`src/rtl/cpsm_pkg.sv`:
```
// Shared types and constants for the channel peak and SNR meter.
// No dependencies; every other file of the block uses this package.
package cpsm_pkg;

  // Default line capacity and fixed field widths.
  localparam int MAX_BINS_DEF = 8192;
  localparam int LEVEL_W      = 16;
  localparam int SNR_W        = 17;
  localparam int HZ_W         = 27;
  localparam int LEN_CFG_W    = 14;
  localparam int CFG_IDX_W    = 2;
  localparam int QUEUE_DEPTH  = 4;
  // Quotient bits of the offset noise mean.
  localparam int MEAN_QW      = 16;

  // Register reset values.
  localparam logic [HZ_W-1:0]      SPAN_RST   = 27'd2400000;
  localparam logic [HZ_W-1:0]      CENTER_RST = 27'd0;
  localparam logic [HZ_W-1:0]      WIDTH_RST  = 27'd12500;
  localparam logic [LEN_CFG_W-1:0] LEN_RST    = 14'd8192;

  // Most negative level, start value of the peak hold.
  localparam logic [LEVEL_W-1:0] LEVEL_MIN = 16'h8000;

  // Register indexes of the configuration port.
  typedef enum logic [CFG_IDX_W-1:0] {
    CFG_SPAN   = 2'd0,
    CFG_CENTER = 2'd1,
    CFG_WIDTH  = 2'd2,
    CFG_LENGTH = 2'd3
  } cfg_reg_e;

  // The four channel edges, in order of frequency.
  typedef enum logic [1:0] {
    EDGE_OUTER_L = 2'd0,
    EDGE_INNER_L = 2'd1,
    EDGE_INNER_R = 2'd2,
    EDGE_OUTER_R = 2'd3
  } edge_sel_e;

  // Edge unit sequencer.
  typedef enum logic [3:0] {
    C_PREP,
    C_BWN,
    C_F2,
    C_MUL,
    C_SUM,
    C_CHK,
    C_DIV,
    C_SORT,
    C_DONE
  } calc_state_e;

  // Back end sequencer.
  typedef enum logic [1:0] {
    B_RUN,
    B_PREP,
    B_DIV,
    B_PUSH
  } back_state_e;

  // Edge unit status seen by the front end.
  typedef struct packed {
    logic ready;
    logic span_ok;
  } calc_status_t;

  // One classified bin on its way from the front end to the back end.
  typedef struct packed {
    logic [LEVEL_W-1:0] level;
    logic               noise;
    logic               peak;
    logic               last;
    logic               line_ok;
  } bin_entry_t;

endpackage

```
`src/rtl/cpsm_edge_calc.sv`:
```
// Configuration registers and the edge unit: turns the channel frequencies into four
// clamped bin edges with two sequenced multiplies and a bit-serial divider. Uses cpsm_pkg.
module cpsm_edge_calc #(
  parameter int  MAX_BINS = cpsm_pkg::MAX_BINS_DEF,
  localparam int PW       = $clog2(MAX_BINS),
  localparam int LW       = $clog2(MAX_BINS + 1)
) (
  input  logic                                clk_i,
  input  logic                                rst_ni,
  input  logic                                cfg_we_i,
  input  logic [cpsm_pkg::CFG_IDX_W-1:0]      cfg_index_i,
  input  logic [cpsm_pkg::HZ_W-1:0]           cfg_wdata_i,
  output cpsm_pkg::calc_status_t              status_o,
  output logic [3:0][PW-1:0]                  edges_o,
  output logic [LW-1:0]                       line_len_o
);

  localparam int HW  = cpsm_pkg::HZ_W;
  localparam int LCW = cpsm_pkg::LEN_CFG_W;
  localparam int F2W = HW + 3;            // twice a frequency
  localparam int NW  = F2W + LW + 1;      // signed numerator
  localparam int RW  = NW - 1;            // numerator once known nonnegative
  localparam int DW  = HW + 1;            // divisor, twice the span
  localparam int CW  = (LW > LCW) ? LW : LCW;
  localparam int SW  = $clog2(PW);

  logic [HW-1:0]        span_q;
  logic signed [HW-1:0] center_q;
  logic [HW-1:0]        width_q;
  logic [LCW-1:0]       len_q;

  cpsm_pkg::calc_state_e state_q, state_d;
  cpsm_pkg::edge_sel_e   k_q;

  logic [LW-1:0]         n_q;
  logic                  span_ok_q;
  logic [DW-1:0]         d_q;
  logic [HW+LW-1:0]      bwn_q;
  logic signed [F2W-1:0] f2_q;
  logic signed [NW-1:0]  prod_q;
  logic signed [NW-1:0]  num_q;
  logic [RW-1:0]         rem_q;
  logic [RW-1:0]         dsh_q;
  logic [PW-1:0]         quo_q;
  logic [SW-1:0]         step_q;
  logic [3:0][PW-1:0]    edges_q;

  logic signed [F2W-1:0] c2, w1, w2, f2_sel;
  logic [CW-1:0]         len_ext;
  logic [LW-1:0]         n_clamp;
  logic [LW-1:0]         nm1;
  logic [RW-1:0]         num_lo;
  logic [RW-1:0]         lim;
  logic [RW-1:0]         dsh_init;
  logic [RW:0]           sub;
  logic                  take;
  logic [PW-1:0]         quo_next;
  logic                  last_step;
  logic                  last_edge;
  logic                  edge_wr;
  logic [PW-1:0]         edge_val;

  // Configuration registers.
  always_ff @(posedge clk_i or negedge rst_ni) begin
    if (!rst_ni) begin
      span_q   <= cpsm_pkg::SPAN_RST;
      center_q <= cpsm_pkg::CENTER_RST;
      width_q  <= cpsm_pkg::WIDTH_RST;
      len_q    <= cpsm_pkg::LEN_RST;
    end else if (cfg_we_i) begin
      case (cpsm_pkg::cfg_reg_e'(cfg_index_i))
        cpsm_pkg::CFG_SPAN:   span_q   <= cfg_wdata_i;
        cpsm_pkg::CFG_CENTER: center_q <= cfg_wdata_i;
        cpsm_pkg::CFG_WIDTH:  width_q  <= cfg_wdata_i;
        cpsm_pkg::CFG_LENGTH: len_q    <= cfg_wdata_i[LCW-1:0];
        default: ;
      endcase
    end
  end

  // Twice the edge frequency: 2*center minus or plus width or 2*width.
  always_comb begin
    c2 = {{(F2W-HW-1){center_q[HW-1]}}, center_q, 1'b0};
    w1 = {{(F2W-HW){1'b0}}, width_q};
    w2 = {{(F2W-HW-1){1'b0}}, width_q, 1'b0};
    case (k_q)
      cpsm_pkg::EDGE_OUTER_L: f2_sel = c2 - w2;
      cpsm_pkg::EDGE_INNER_L: f2_sel = c2 - w1;
      cpsm_pkg::EDGE_INNER_R: f2_sel = c2 + w1;
      cpsm_pkg::EDGE_OUTER_R: f2_sel = c2 + w2;
      default:                f2_sel = c2;
    endcase
  end

  // Line length clamped to [2, MAX_BINS].
  always_comb begin
    len_ext = CW'(len_q);
    if (len_ext < CW'(2)) begin
      n_clamp = LW'(2);
    end else if (len_ext > CW'(MAX_BINS)) begin
      n_clamp = LW'(MAX_BINS);
    end else begin
      n_clamp = LW'(len_ext);
    end
  end

  // Divider step and range checks.
  assign nm1       = n_q - LW'(1);
  assign num_lo    = num_q[RW-1:0];
  assign lim       = RW'({bwn_q, 1'b0});
  assign dsh_init  = RW'({d_q, {(PW-1){1'b0}}});
  assign sub       = {1'b0, rem_q} - {1'b0, dsh_q};
  assign take      = !sub[RW];
  assign quo_next  = {quo_q[PW-2:0], take};
  assign last_step = (step_q == SW'(PW - 1));
  assign last_edge = (k_q == cpsm_pkg::EDGE_OUTER_R);

  // Next state.
  always_comb begin
    state_d = state_q;
    case (state_q)
      cpsm_pkg::C_PREP: state_d = (span_q != '0) ? cpsm_pkg::C_BWN : cpsm_pkg::C_DONE;
      cpsm_pkg::C_BWN:  state_d = cpsm_pkg::C_F2;
      cpsm_pkg::C_F2:   state_d = cpsm_pkg::C_MUL;
      cpsm_pkg::C_MUL:  state_d = cpsm_pkg::C_SUM;
      cpsm_pkg::C_SUM:  state_d = cpsm_pkg::C_CHK;
      cpsm_pkg::C_CHK: begin
        if (!num_q[NW-1] && (num_lo < lim)) begin
          state_d = cpsm_pkg::C_DIV;
        end else begin
          state_d = last_edge ? cpsm_pkg::C_SORT : cpsm_pkg::C_F2;
        end
      end
      cpsm_pkg::C_DIV: begin
        if (last_step) begin
          state_d = last_edge ? cpsm_pkg::C_SORT : cpsm_pkg::C_F2;
        end
      end
      cpsm_pkg::C_SORT: state_d = cpsm_pkg::C_DONE;
      cpsm_pkg::C_DONE: state_d = cpsm_pkg::C_DONE;
      default:          state_d = cpsm_pkg::C_PREP;
    endcase
    // Any register write starts the computation over.
    if (cfg_we_i) begin
      state_d = cpsm_pkg::C_PREP;
    end
  end

  // Outputs and edge write decode.
  always_comb begin
    status_o.ready   = (state_q == cpsm_pkg::C_DONE);
    status_o.span_ok = span_ok_q;
    edge_wr          = 1'b0;
    edge_val         = '0;
    case (state_q)
      cpsm_pkg::C_CHK: begin
        if (num_q[NW-1]) begin
          edge_wr  = 1'b1;
          edge_val = '0;
        end else if (num_lo >= lim) begin
          edge_wr  = 1'b1;
          edge_val = PW'(nm1);
        end
      end
      cpsm_pkg::C_DIV: begin
        if (last_step) begin
          edge_wr  = 1'b1;
          edge_val = quo_next;
        end
      end
      default: ;
    endcase
  end

  always_ff @(posedge clk_i or negedge rst_ni) begin
    if (!rst_ni) begin
      state_q <= cpsm_pkg::C_PREP;
      k_q     <= cpsm_pkg::EDGE_OUTER_L;
    end else begin
      state_q <= state_d;
      if (state_q == cpsm_pkg::C_PREP) begin
        k_q <= cpsm_pkg::EDGE_OUTER_L;
      end else if (edge_wr) begin
        k_q <= cpsm_pkg::edge_sel_e'(k_q + 2'd1);
      end
    end
  end

  // Datapath: one multiply per cycle, then a restoring divide one bit a cycle.
  always_ff @(posedge clk_i) begin
    case (state_q)
      cpsm_pkg::C_PREP: begin
        n_q       <= n_clamp;
        span_ok_q <= (span_q != '0);
        d_q       <= {span_q, 1'b0};
        edges_q   <= '0;
      end
      cpsm_pkg::C_BWN: bwn_q  <= span_q * n_q;
      cpsm_pkg::C_F2:  f2_q   <= f2_sel;
      cpsm_pkg::C_MUL: prod_q <= f2_q * $signed({1'b0, n_q});
      cpsm_pkg::C_SUM: begin
        num_q <= prod_q + $signed({1'b0, bwn_q}) + $signed({1'b0, span_q});
      end
      cpsm_pkg::C_CHK: begin
        rem_q  <= num_lo;
        dsh_q  <= dsh_init;
        quo_q  <= '0;
        step_q <= '0;
        if (edge_wr) begin
          edges_q[k_q] <= edge_val;
        end
      end
      cpsm_pkg::C_DIV: begin
        if (take) begin
          rem_q <= sub[RW-1:0];
        end
        dsh_q  <= dsh_q >> 1;
        quo_q  <= quo_next;
        step_q <= step_q + SW'(1);
        if (edge_wr) begin
          edges_q[k_q] <= edge_val;
        end
      end
      cpsm_pkg::C_SORT: begin
        if (edges_q[0] > edges_q[1]) begin
          edges_q[0] <= edges_q[1];
          edges_q[1] <= edges_q[0];
        end
        if (edges_q[2] > edges_q[3]) begin
          edges_q[2] <= edges_q[3];
          edges_q[3] <= edges_q[2];
        end
      end
      default: ;
    endcase
  end

  assign edges_o    = edges_q;
  assign line_len_o = n_q;

`ifndef SYNTH
  // Finished edges are ordered whenever the span is nonzero.
  a_edges_ordered: assert property (@(posedge clk_i) disable iff (!rst_ni)
    (state_q == cpsm_pkg::C_DONE) && span_ok_q |->
      (edges_q[0] <= edges_q[1]) && (edges_q[1] <= edges_q[2]) &&
      (edges_q[2] <= edges_q[3]))
    else $error("edge unit finished with unordered edges");
`endif

endmodule

```
`src/rtl/cpsm_front.sv`:
```
// Front end: takes bin beats, latches the edges at the start of a line and tags
// each bin as noise, in-channel or neither, plus end of line. Uses cpsm_pkg.
module cpsm_front #(
  parameter int  MAX_BINS = cpsm_pkg::MAX_BINS_DEF,
  localparam int PW       = $clog2(MAX_BINS),
  localparam int LW       = $clog2(MAX_BINS + 1)
) (
  input  logic                                clk_i,
  input  logic                                rst_ni,
  input  logic                                in_valid_i,
  output logic                                in_ready_o,
  input  logic [cpsm_pkg::LEVEL_W-1:0]        bin_level_i,
  input  logic                                cfg_we_i,
  input  cpsm_pkg::calc_status_t              calc_i,
  input  logic [3:0][PW-1:0]                  edges_i,
  input  logic [LW-1:0]                       line_len_i,
  input  logic                                full_i,
  output logic                                push_o,
  output cpsm_pkg::bin_entry_t                entry_o
);

  logic [PW-1:0]      pos_q, pos_d;
  logic               armed_q, armed_d;
  logic [3:0][PW-1:0] edges_q;
  logic [LW-1:0]      n_q;
  logic               ok_q;

  logic               accept;
  logic               arm;
  logic [LW-1:0]      pos_inc;
  logic               last;

  // Bins are taken only once this line's edges are latched.
  assign in_ready_o = armed_q && !full_i;
  assign accept     = in_valid_i && in_ready_o;
  assign arm        = !armed_q && calc_i.ready && !cfg_we_i;
  assign pos_inc    = LW'(pos_q) + LW'(1);
  assign last       = (pos_inc >= n_q);

  // Classify the current bin against the latched edges.
  always_comb begin
    entry_o.level   = bin_level_i;
    entry_o.noise   = ((pos_q >= edges_q[0]) && (pos_q < edges_q[1])) ||
                      ((pos_q > edges_q[2]) && (pos_q < edges_q[3]));
    entry_o.peak    = (pos_q >= edges_q[1]) && (pos_q <= edges_q[2]);
    entry_o.last    = last;
    entry_o.line_ok = ok_q;
    push_o          = accept;
  end

  // Bin position and line arming.
  always_comb begin
    pos_d   = pos_q;
    armed_d = armed_q;
    if (accept) begin
      if (last) begin
        pos_d   = '0;
        armed_d = 1'b0;
      end else begin
        pos_d = pos_q + PW'(1);
      end
    end else if (cfg_we_i && (pos_q == '0)) begin
      // A write between lines must reach the next line.
      armed_d = 1'b0;
    end else if (arm) begin
      armed_d = 1'b1;
    end
  end

  always_ff @(posedge clk_i or negedge rst_ni) begin
    if (!rst_ni) begin
      pos_q   <= '0;
      armed_q <= 1'b0;
    end else begin
      pos_q   <= pos_d;
      armed_q <= armed_d;
    end
  end

  // Edge and length snapshot for the line about to start.
  always_ff @(posedge clk_i) begin
    if (arm) begin
      edges_q <= edges_i;
      n_q     <= line_len_i;
      ok_q    <= calc_i.span_ok && (edges_i[1] <= edges_i[2]);
    end
  end

endmodule

```
`src/rtl/cpsm_queue.sv`:
```
// Short queue of classified bins between the front and back ends.
// Uses cpsm_pkg for the entry type and depth.
module cpsm_queue (
  input  logic                 clk_i,
  input  logic                 rst_ni,
  input  logic                 push_i,
  input  cpsm_pkg::bin_entry_t entry_i,
  output logic                 full_o,
  input  logic                 pop_i,
  output cpsm_pkg::bin_entry_t entry_o,
  output logic                 empty_o
);

  localparam int DEPTH = cpsm_pkg::QUEUE_DEPTH;
  localparam int AW    = $clog2(DEPTH);
  localparam int CNW   = $clog2(DEPTH + 1);

  cpsm_pkg::bin_entry_t slot_q [DEPTH];
  logic [AW-1:0]        wr_q;
  logic [AW-1:0]        rd_q;
  logic [CNW-1:0]       cnt_q;

  assign full_o  = (cnt_q == CNW'(DEPTH));
  assign empty_o = (cnt_q == '0);
  assign entry_o = slot_q[rd_q];

  // Pointers and fill level.
  always_ff @(posedge clk_i or negedge rst_ni) begin
    if (!rst_ni) begin
      wr_q  <= '0;
      rd_q  <= '0;
      cnt_q <= '0;
    end else begin
      if (push_i) begin
        wr_q <= (wr_q == AW'(DEPTH - 1)) ? '0 : wr_q + AW'(1);
      end
      if (pop_i) begin
        rd_q <= (rd_q == AW'(DEPTH - 1)) ? '0 : rd_q + AW'(1);
      end
      if (push_i && !pop_i) begin
        cnt_q <= cnt_q + CNW'(1);
      end else if (pop_i && !push_i) begin
        cnt_q <= cnt_q - CNW'(1);
      end
    end
  end

  // Entry storage.
  always_ff @(posedge clk_i) begin
    if (push_i) begin
      slot_q[wr_q] <= entry_i;
    end
  end

`ifndef SYNTH
  a_no_overflow: assert property (@(posedge clk_i) disable iff (!rst_ni)
    push_i |-> !full_o)
    else $error("bin queue written while full");
  a_no_underflow: assert property (@(posedge clk_i) disable iff (!rst_ni)
    pop_i |-> !empty_o)
    else $error("bin queue read while empty");
`endif

endmodule

```
`src/rtl/cpsm_back.sv`:
```
// Back end: sums the noise bins, holds the channel peak and, at end of line, divides
// out the rounded noise mean one bit a cycle into the result register. Uses cpsm_pkg.
module cpsm_back #(
  parameter int  MAX_BINS = cpsm_pkg::MAX_BINS_DEF,
  localparam int PW       = $clog2(MAX_BINS),
  localparam int LW       = $clog2(MAX_BINS + 1)
) (
  input  logic                                clk_i,
  input  logic                                rst_ni,
  input  logic                                empty_i,
  input  cpsm_pkg::bin_entry_t                entry_i,
  output logic                                pop_o,
  output logic                                out_valid_o,
  input  logic                                out_ready_i,
  output logic signed [cpsm_pkg::LEVEL_W-1:0] peak_level_o,
  output logic signed [cpsm_pkg::SNR_W-1:0]   snr_level_o,
  output logic                                valid_res_o
);

  localparam int LVW  = cpsm_pkg::LEVEL_W;
  localparam int SNW  = cpsm_pkg::SNR_W;
  localparam int QW   = cpsm_pkg::MEAN_QW;
  localparam int QSW  = $clog2(QW);
  localparam int SUMW = LVW + PW;
  localparam int AW   = LW + 17;          // offset numerator 2*sum + cnt + cnt*2^16

  cpsm_pkg::back_state_e state_q, state_d;

  logic signed [SUMW-1:0] sum_q;
  logic [LW-1:0]          cnt_q;
  logic signed [LVW-1:0]  peak_q;
  logic                   ok_q;
  logic [AW-1:0]          rem_q;
  logic [AW-1:0]          dsh_q;
  logic [QW-1:0]          quo_q;
  logic [QSW-1:0]         step_q;
  logic                   out_valid_q;

  logic signed [LVW-1:0]  lvl;
  logic signed [SUMW-1:0] sum_nx;
  logic [LW-1:0]          cnt_nx;
  logic signed [LVW-1:0]  peak_nx;
  logic signed [AW:0]     a_s;
  logic [AW:0]            sub;
  logic                   take;
  logic                   last_step;
  logic                   out_free;
  logic                   load_out;
  logic signed [LVW-1:0]  mean;

  // Accumulator updates for the bin at the queue head.
  assign lvl     = $signed(entry_i.level);
  assign sum_nx  = entry_i.noise ? sum_q + {{(SUMW-LVW){lvl[LVW-1]}}, lvl} : sum_q;
  assign cnt_nx  = entry_i.noise ? cnt_q + LW'(1) : cnt_q;
  assign peak_nx = (entry_i.peak && (lvl > peak_q)) ? lvl : peak_q;

  // Mean offset by 32768 so the dividend is never negative.
  assign a_s = $signed({sum_q, 1'b0}) + $signed({1'b0, cnt_q}) +
               $signed({1'b0, cnt_q, 16'b0});

  assign sub       = {1'b0, rem_q} - {1'b0, dsh_q};
  assign take      = !sub[AW];
  assign last_step = (step_q == QSW'(QW - 1));
  assign out_free  = !out_valid_q || out_ready_i;
  assign mean      = $signed({~quo_q[QW-1], quo_q[QW-2:0]});

  // Next state.
  always_comb begin
    state_d = state_q;
    case (state_q)
      cpsm_pkg::B_RUN: begin
        if (!empty_i && entry_i.last) begin
          state_d = (entry_i.line_ok && (cnt_nx != '0)) ? cpsm_pkg::B_PREP
                                                          : cpsm_pkg::B_PUSH;
        end
      end
      cpsm_pkg::B_PREP: state_d = cpsm_pkg::B_DIV;
      cpsm_pkg::B_DIV:  state_d = last_step ? cpsm_pkg::B_PUSH : cpsm_pkg::B_DIV;
      cpsm_pkg::B_PUSH: state_d = out_free ? cpsm_pkg::B_RUN : cpsm_pkg::B_PUSH;
      default:          state_d = cpsm_pkg::B_RUN;
    endcase
  end

  // Queue pop and result load.
  always_comb begin
    pop_o    = (state_q == cpsm_pkg::B_RUN) && !empty_i;
    load_out = (state_q == cpsm_pkg::B_PUSH) && out_free;
  end

  // Control state and accumulators.
  always_ff @(posedge clk_i or negedge rst_ni) begin
    if (!rst_ni) begin
      state_q     <= cpsm_pkg::B_RUN;
      sum_q       <= '0;
      cnt_q       <= '0;
      peak_q      <= cpsm_pkg::LEVEL_MIN;
      ok_q        <= 1'b0;
      out_valid_q <= 1'b0;
    end else begin
      state_q <= state_d;
      if (pop_o) begin
        sum_q  <= sum_nx;
        cnt_q  <= cnt_nx;
        peak_q <= peak_nx;
        if (entry_i.last) begin
          ok_q <= entry_i.line_ok && (cnt_nx != '0);
        end
      end else if (load_out) begin
        sum_q  <= '0;
        cnt_q  <= '0;
        peak_q <= cpsm_pkg::LEVEL_MIN;
      end
      if (load_out) begin
        out_valid_q <= 1'b1;
      end else if (out_ready_i) begin
        out_valid_q <= 1'b0;
      end
    end
  end

  // Restoring divide of the offset numerator by twice the noise bin count.
  always_ff @(posedge clk_i) begin
    case (state_q)
      cpsm_pkg::B_PREP: begin
        rem_q  <= a_s[AW-1:0];
        dsh_q  <= AW'({cnt_q, 16'b0});
        quo_q  <= '0;
        step_q <= '0;
      end
      cpsm_pkg::B_DIV: begin
        if (take) begin
          rem_q <= sub[AW-1:0];
        end
        dsh_q  <= dsh_q >> 1;
        quo_q  <= {quo_q[QW-2:0], take};
        step_q <= step_q + QSW'(1);
      end
      default: ;
    endcase
  end

  // Result register.
  always_ff @(posedge clk_i) begin
    if (load_out) begin
      if (ok_q) begin
        peak_level_o <= peak_q;
        snr_level_o  <= $signed({peak_q[LVW-1], peak_q}) - $signed({mean[LVW-1], mean});
        valid_res_o  <= 1'b1;
      end else begin
        peak_level_o <= '0;
        snr_level_o  <= '0;
        valid_res_o  <= 1'b0;
      end
    end
  end

  assign out_valid_o = out_valid_q;

`ifndef SYNTH
  // A line without a measurement reports zeros.
  a_zero_when_invalid: assert property (@(posedge clk_i) disable iff (!rst_ni)
    out_valid_o && !valid_res_o |-> (peak_level_o == '0) && (snr_level_o == '0))
    else $error("invalid result carries nonzero levels");
`endif

endmodule

```
`src/rtl/channel_peak_snr_meter.sv`:
```
// Top level of the channel peak and SNR meter: edge unit, front end, bin queue
// and back end. Depends on cpsm_pkg and the cpsm_* modules.
//
//   Channel  Direction  Handshake                  Payload
//   in       input      in_valid_i / in_ready_o    bin_level_i
//   out      output     out_valid_o / out_ready_i  peak_level_o, snr_level_o, valid_res_o
//   cfg      input      cfg_we_i                   cfg_index_i, cfg_wdata_i
//
// Within a line one bin beat is taken per cycle while the queue has room; the first bin
// of a line waits while the edges are latched. After reset or any register write the
// next line may start only once the edge unit has finished. After a valid line with side
// bins the back end runs the 16-step mean divide and then the result load, otherwise
// only the result load; the four-entry queue takes the next line's first bins meanwhile,
// then input stalls.
// No clearing pass follows reset. A stalled output holds the result register and,
// once the queue fills, the input.
module channel_peak_snr_meter #(
  parameter int  MAX_BINS = cpsm_pkg::MAX_BINS_DEF,
  localparam int PW       = $clog2(MAX_BINS),
  localparam int LW       = $clog2(MAX_BINS + 1)
) (
  input  logic                                clk_i,
  input  logic                                rst_ni,
  input  logic                                in_valid_i,
  output logic                                in_ready_o,
  input  logic signed [cpsm_pkg::LEVEL_W-1:0] bin_level_i,
  output logic                                out_valid_o,
  input  logic                                out_ready_i,
  output logic signed [cpsm_pkg::LEVEL_W-1:0] peak_level_o,
  output logic signed [cpsm_pkg::SNR_W-1:0]   snr_level_o,
  output logic                                valid_res_o,
  input  logic                                cfg_we_i,
  input  logic [cpsm_pkg::CFG_IDX_W-1:0]      cfg_index_i,
  input  logic [cpsm_pkg::HZ_W-1:0]           cfg_wdata_i
);

  cpsm_pkg::calc_status_t calc_status;
  logic [3:0][PW-1:0]     edges;
  logic [LW-1:0]          line_len;
  logic                   q_push;
  logic                   q_pop;
  logic                   q_full;
  logic                   q_empty;
  cpsm_pkg::bin_entry_t   q_in;
  cpsm_pkg::bin_entry_t   q_out;

  // Registers and edge computation.
  cpsm_edge_calc #(
    .MAX_BINS (MAX_BINS)
  ) u_edge_calc (
    .clk_i       (clk_i),
    .rst_ni      (rst_ni),
    .cfg_we_i    (cfg_we_i),
    .cfg_index_i (cfg_index_i),
    .cfg_wdata_i (cfg_wdata_i),
    .status_o    (calc_status),
    .edges_o     (edges),
    .line_len_o  (line_len)
  );

  // Bin intake and classification.
  cpsm_front #(
    .MAX_BINS (MAX_BINS)
  ) u_front (
    .clk_i       (clk_i),
    .rst_ni      (rst_ni),
    .in_valid_i  (in_valid_i),
    .in_ready_o  (in_ready_o),
    .bin_level_i (bin_level_i),
    .cfg_we_i    (cfg_we_i),
    .calc_i      (calc_status),
    .edges_i     (edges),
    .line_len_i  (line_len),
    .full_i      (q_full),
    .push_o      (q_push),
    .entry_o     (q_in)
  );

  // Decoupling queue.
  cpsm_queue u_queue (
    .clk_i   (clk_i),
    .rst_ni  (rst_ni),
    .push_i  (q_push),
    .entry_i (q_in),
    .full_o  (q_full),
    .pop_i   (q_pop),
    .entry_o (q_out),
    .empty_o (q_empty)
  );

  // Accumulation, mean divide and result register.
  cpsm_back #(
    .MAX_BINS (MAX_BINS)
  ) u_back (
    .clk_i        (clk_i),
    .rst_ni       (rst_ni),
    .empty_i      (q_empty),
    .entry_i      (q_out),
    .pop_o        (q_pop),
    .out_valid_o  (out_valid_o),
    .out_ready_i  (out_ready_i),
    .peak_level_o (peak_level_o),
    .snr_level_o  (snr_level_o),
    .valid_res_o  (valid_res_o)
  );

endmodule
```
`config.mk`:
```
export PLATFORM = sky130hd
export DESIGN_NAME = channel_peak_snr_meter
export DESIGN_NICKNAME = d
export VERILOG_FILES = /design/src/rtl/cpsm_pkg.sv /design/src/rtl/cpsm_edge_calc.sv /design/src/rtl/cpsm_front.sv /design/src/rtl/cpsm_queue.sv /design/src/rtl/cpsm_back.sv /design/src/rtl/channel_peak_snr_meter.sv
export SDC_FILE = /design/constraint.sdc
export NUM_CORES = 2
export LEC_CHECK = 0
export BUFFER_PORTS_ARGS = -buffer_cell sky130_fd_sc_hd__buf_2
export CORE_MARGIN = 2
export CORE_UTILIZATION = 30
export DETAILED_ROUTE_END_ITERATION = 6
export PLACE_DENSITY = 0.54
export SLEW_MARGIN = 20
export SYNTH_ARGS = -nofsm -noshare
export SYNTH_HDL_FRONTEND = slang
export SYNTH_SLANG_ARGS = --single-unit
```
`constraint.sdc`:
```
create_clock -name clk_i -period 6.75 [get_ports clk_i]
set_input_delay 0.3375 -clock clk_i [delete_from_list [all_inputs] [get_ports clk_i]]
set_output_delay 0.3375 -clock clk_i [all_outputs]
set_load 0.005 [all_outputs]
```
==> metrics.txt <==
outcome completed; DRC 0; cells on worst reg2reg path 23; post-synthesis cell area 76,100 um^2; vias in the first global route 58,000; critical path class flop to flop; core area 252,000 um^2; Slew headroom 0.228; cell mode on critical path fa_1; Max Cap Viol 0; r2r setup slk 160 ps; clock slew at reported path FFs 60 ps; # IOs 86; Crit. Startpoint u_edge_calc.line_len_o[5]; final hold vios 0; Final setup violation count 0; RR Endpoint u_edge_calc.prod_q[38]; htree depth 3; routability cong. 0.871; CP peak stage delay 550 ps; DR WL/cell 18.2 um; Worst-Margin Slew 1150 ps; row count 184; Main synth FF type edfxtp_1; first-pass GRT wire length 326,000 um; Net Count, Synth 9,142; total CTS buffers 98; WP data required 7210 ps; Final Skew 61.4 ps; synth-to-layout area growth 13.3%; Die Ht 508 um; dpl hpwl 163,000 um; most frequent cells in the layout inv_1, nand2_1, fa_1; Clk Latency, worst-skew pair 760 ps; TritonRoute pass-1 iters 6; Synth top area share 0.244; Final Max Tran Viols 0; share of cells above drive strength 1 0.0980; Initial DRC Count 3,412; Global Route Usage Sum 0.159; CP max stage cell fa_1; syn_area_per_cell 9.87 um^2; DIE AREA 258,000 um^2; number of synthesized flops with an enable pin 617; Netlist cell types 86; period utilization 0.976; Critical Path End Type flop; placed instance area 81,700 um^2; total routed wirelength 206,000 um; total number of vias 55,300; fin crit period 6590 ps; Initial Util 0.302; Final Net Count 9,330; chip width 508 um; grt ovf 0; Cell Chain, Critical Path buf_6 -> and2_1 -> fa_1 -> inv_1 -> fa_1 -> inv_1 -> fa_1 -> fa_1 -> fa_1 -> inv_1 -> fa_1 -> inv_1 -> ha_4 -> buf_4 -> a21oi_1 -> o21ai_1 -> a32o_2 -> nor2_4 -> o21ai_2 -> a221oi_2 -> nor2_1 -> or3_1 -> xor2_1; leading cell type in the layout, fill and taps excluded inv_1; Setup crit end u_edge_calc.prod_q[38]; leading area contributor after synthesis edfxtp_1; Warnings, synthesis 0; initial antenna violation count 15; crit path DAT 7040 ps; ys async rst share 0.231; largest cells by area after synthesis edfxtp_1, fa_1, ha_1, inv_1, dfrtp_1; max frequency 152 MHz; number of vias per cell 4.88; largest net degree at the start of global routing 101; clk buf depth 3; Clock Tree Root clkbuf_16; Final Cell Area 86,200 um^2; count of state elements after synthesis 802; Final ANT Viol Nets 0; Syn Inst Count 7,704; Max FO, Critical Path 4; I/O Buffers 85; CTS tree built; worst reg2reg path startpoint u_edge_calc.line_len_o[5]; post-synthesis sequential area ratio 0.305; clk sinks 802; RSZ-0062 raised after global routing yes; crit start category flop; HP Class input pin to flop
[cell type report]
type,count,area (um^2)
tap,3348,4190
timing repair buffer,392,3100
sequential,802,23200
clock inverter,58,805
inverter,1159,4350
fill,25600,166000
antenna,2,5.00
multi-input combinational,5439,48000
clock buffer,127,2610
[cells in the mapped netlist, types with 13 or more instances]
cell type,number
or2_2,19
buf_1,16
nand3_1,125
nand3b_1,15
nor2_1,303
nor2b_1,82
nor4_1,32
dfrtp_1,169
and4_1,19
and3_1,63
nand2_1,730
o21bai_1,47
nand2b_1,61
a211oi_1,37
a221oi_1,13
o21a_1,57
xor2_1,130
a21o_1,234
o211ai_1,19
or3_1,24
inv_1,1156
a32oi_1,13
and2_1,447
xnor2_1,237
edfxtp_1,617
mux2_2,112
o22ai_1,14
nor3_1,65
ha_1,668
mux4_2,20
o21ai_0,377
fa_1,720
mux2i_1,34
dfstp_2,16
a21oi_1,408
nand4_1,50
o31ai_1,27
clkbuf_1,286
a31oi_1,42
[worst max-delay path, delay by kind of cell (launching register included)]
kind / cells / cell delay, ps
AOI/OAI and AO/OA: 5 / 1150
xor gates and xnor gates: 1 / 150
DFF: 1 / 450
buffers and inverters: 6 / 550
adders and majority gates: 7 / 3350
and+or+nand+nor: 4 / 660
[what timing repair did]
| item | 4_1_cts | 5_1_grt |
|---|---|---|
| cloned | 0 | 2 |
| hold buffers | 37 | 0 |
| pin swaps | 0 | 69 |
| endpoints found under the setup margin | 10 | 24 |
| resized for setup | 6 | 112 |
| hold endpoints to repair | 176 | 0 |
| buffers inserted | 5 | 18 |
[per-stage QoR]
stage               std cells  TNS (ps)  worst slack (ps)  hold WS (ps)  utilization
finish                  11300         0               164          52.7        0.342
global route            11300      -289             -78.9          17.3        0.342
CTS                     11300         0              3.74         0.903        0.339
detailed placement      11100      -591              -178           353        0.324
global placement        11100      -225              -169           352        0.324
floorplan                7704         0              9.28          41.9            -
[per-layer routing]
| layer | part of all wire | global-route usage | up-vias |
|---|---|---|---|
| met2 | 0.48 | 0.275 | 1104 |
| li1 | - | - | 26200 |
| met3 | 0.037 | 0.0192 | 297 |
| met5 | 0.00012 | 0 | - |
| met1 | 0.46 | 0.212 | 27600 |
| met4 | 0.023 | 0.0365 | 4 |
[sequential cells by signal (all words and copies together) (netlist names), 29 cells and up]
name / flops
u_queue.slot_q: 80
u_edge_calc.edges_o: 52
u_front.edges_q: 52
u_edge_calc.num_q: 45
u_edge_calc.prod_q: 45
u_edge_calc.rem_q: 44
u_edge_calc.bwn_q: 41
u_edge_calc.dsh_q: 40
u_back.rem_q: 31
u_back.dsh_q: 30
u_edge_calc.f2_q: 30
u_back.sum_q: 29
[kinds of logic (layout without fill, tap and decap cells)]
| logic type | after synthesis | count (layout) | share of synthesized area |
|---|---|---|---|
| muxes | 166 | 166 | 0.0270 |
| DFF | 802 | 802 | 0.305 |
| xor gates and xnor gates | 367 | 367 | 0.0423 |
| adders and majority gates | 1388 | 1388 | 0.299 |
| buffers and inverters | 1463 | 1736 | 0.0723 |
| and+or+nand+nor | 2078 | 2078 | 0.136 |
| AOI/OAI and AO/OA | 1440 | 1440 | 0.119 |
| other | 0 | 2 | 0 |
[worst min-delay path by stage]
stage,startpoint,endpoint,slack [ps],cells after the start
5_1_grt,cfg_wdata_i[12],u_edge_calc.width_q[12],20,2
2_1_floorplan,rst_ni,u_back.cnt_q[0],40,0
6_report,cfg_wdata_i[2],u_edge_calc.len_ext[2],50,2
4_1_cts,cfg_wdata_i[2],u_edge_calc.center_q[2],0.9,2
3_5_place_dp,rst_ni,u_edge_calc.width_q[21],350,1
3_3_place_gp,rst_ni,u_edge_calc.width_q[21],350,1
Power is left out: the tool's default activity adds up to more than one toggle a clock period on the data nets, which glitch-free logic cannot reach.
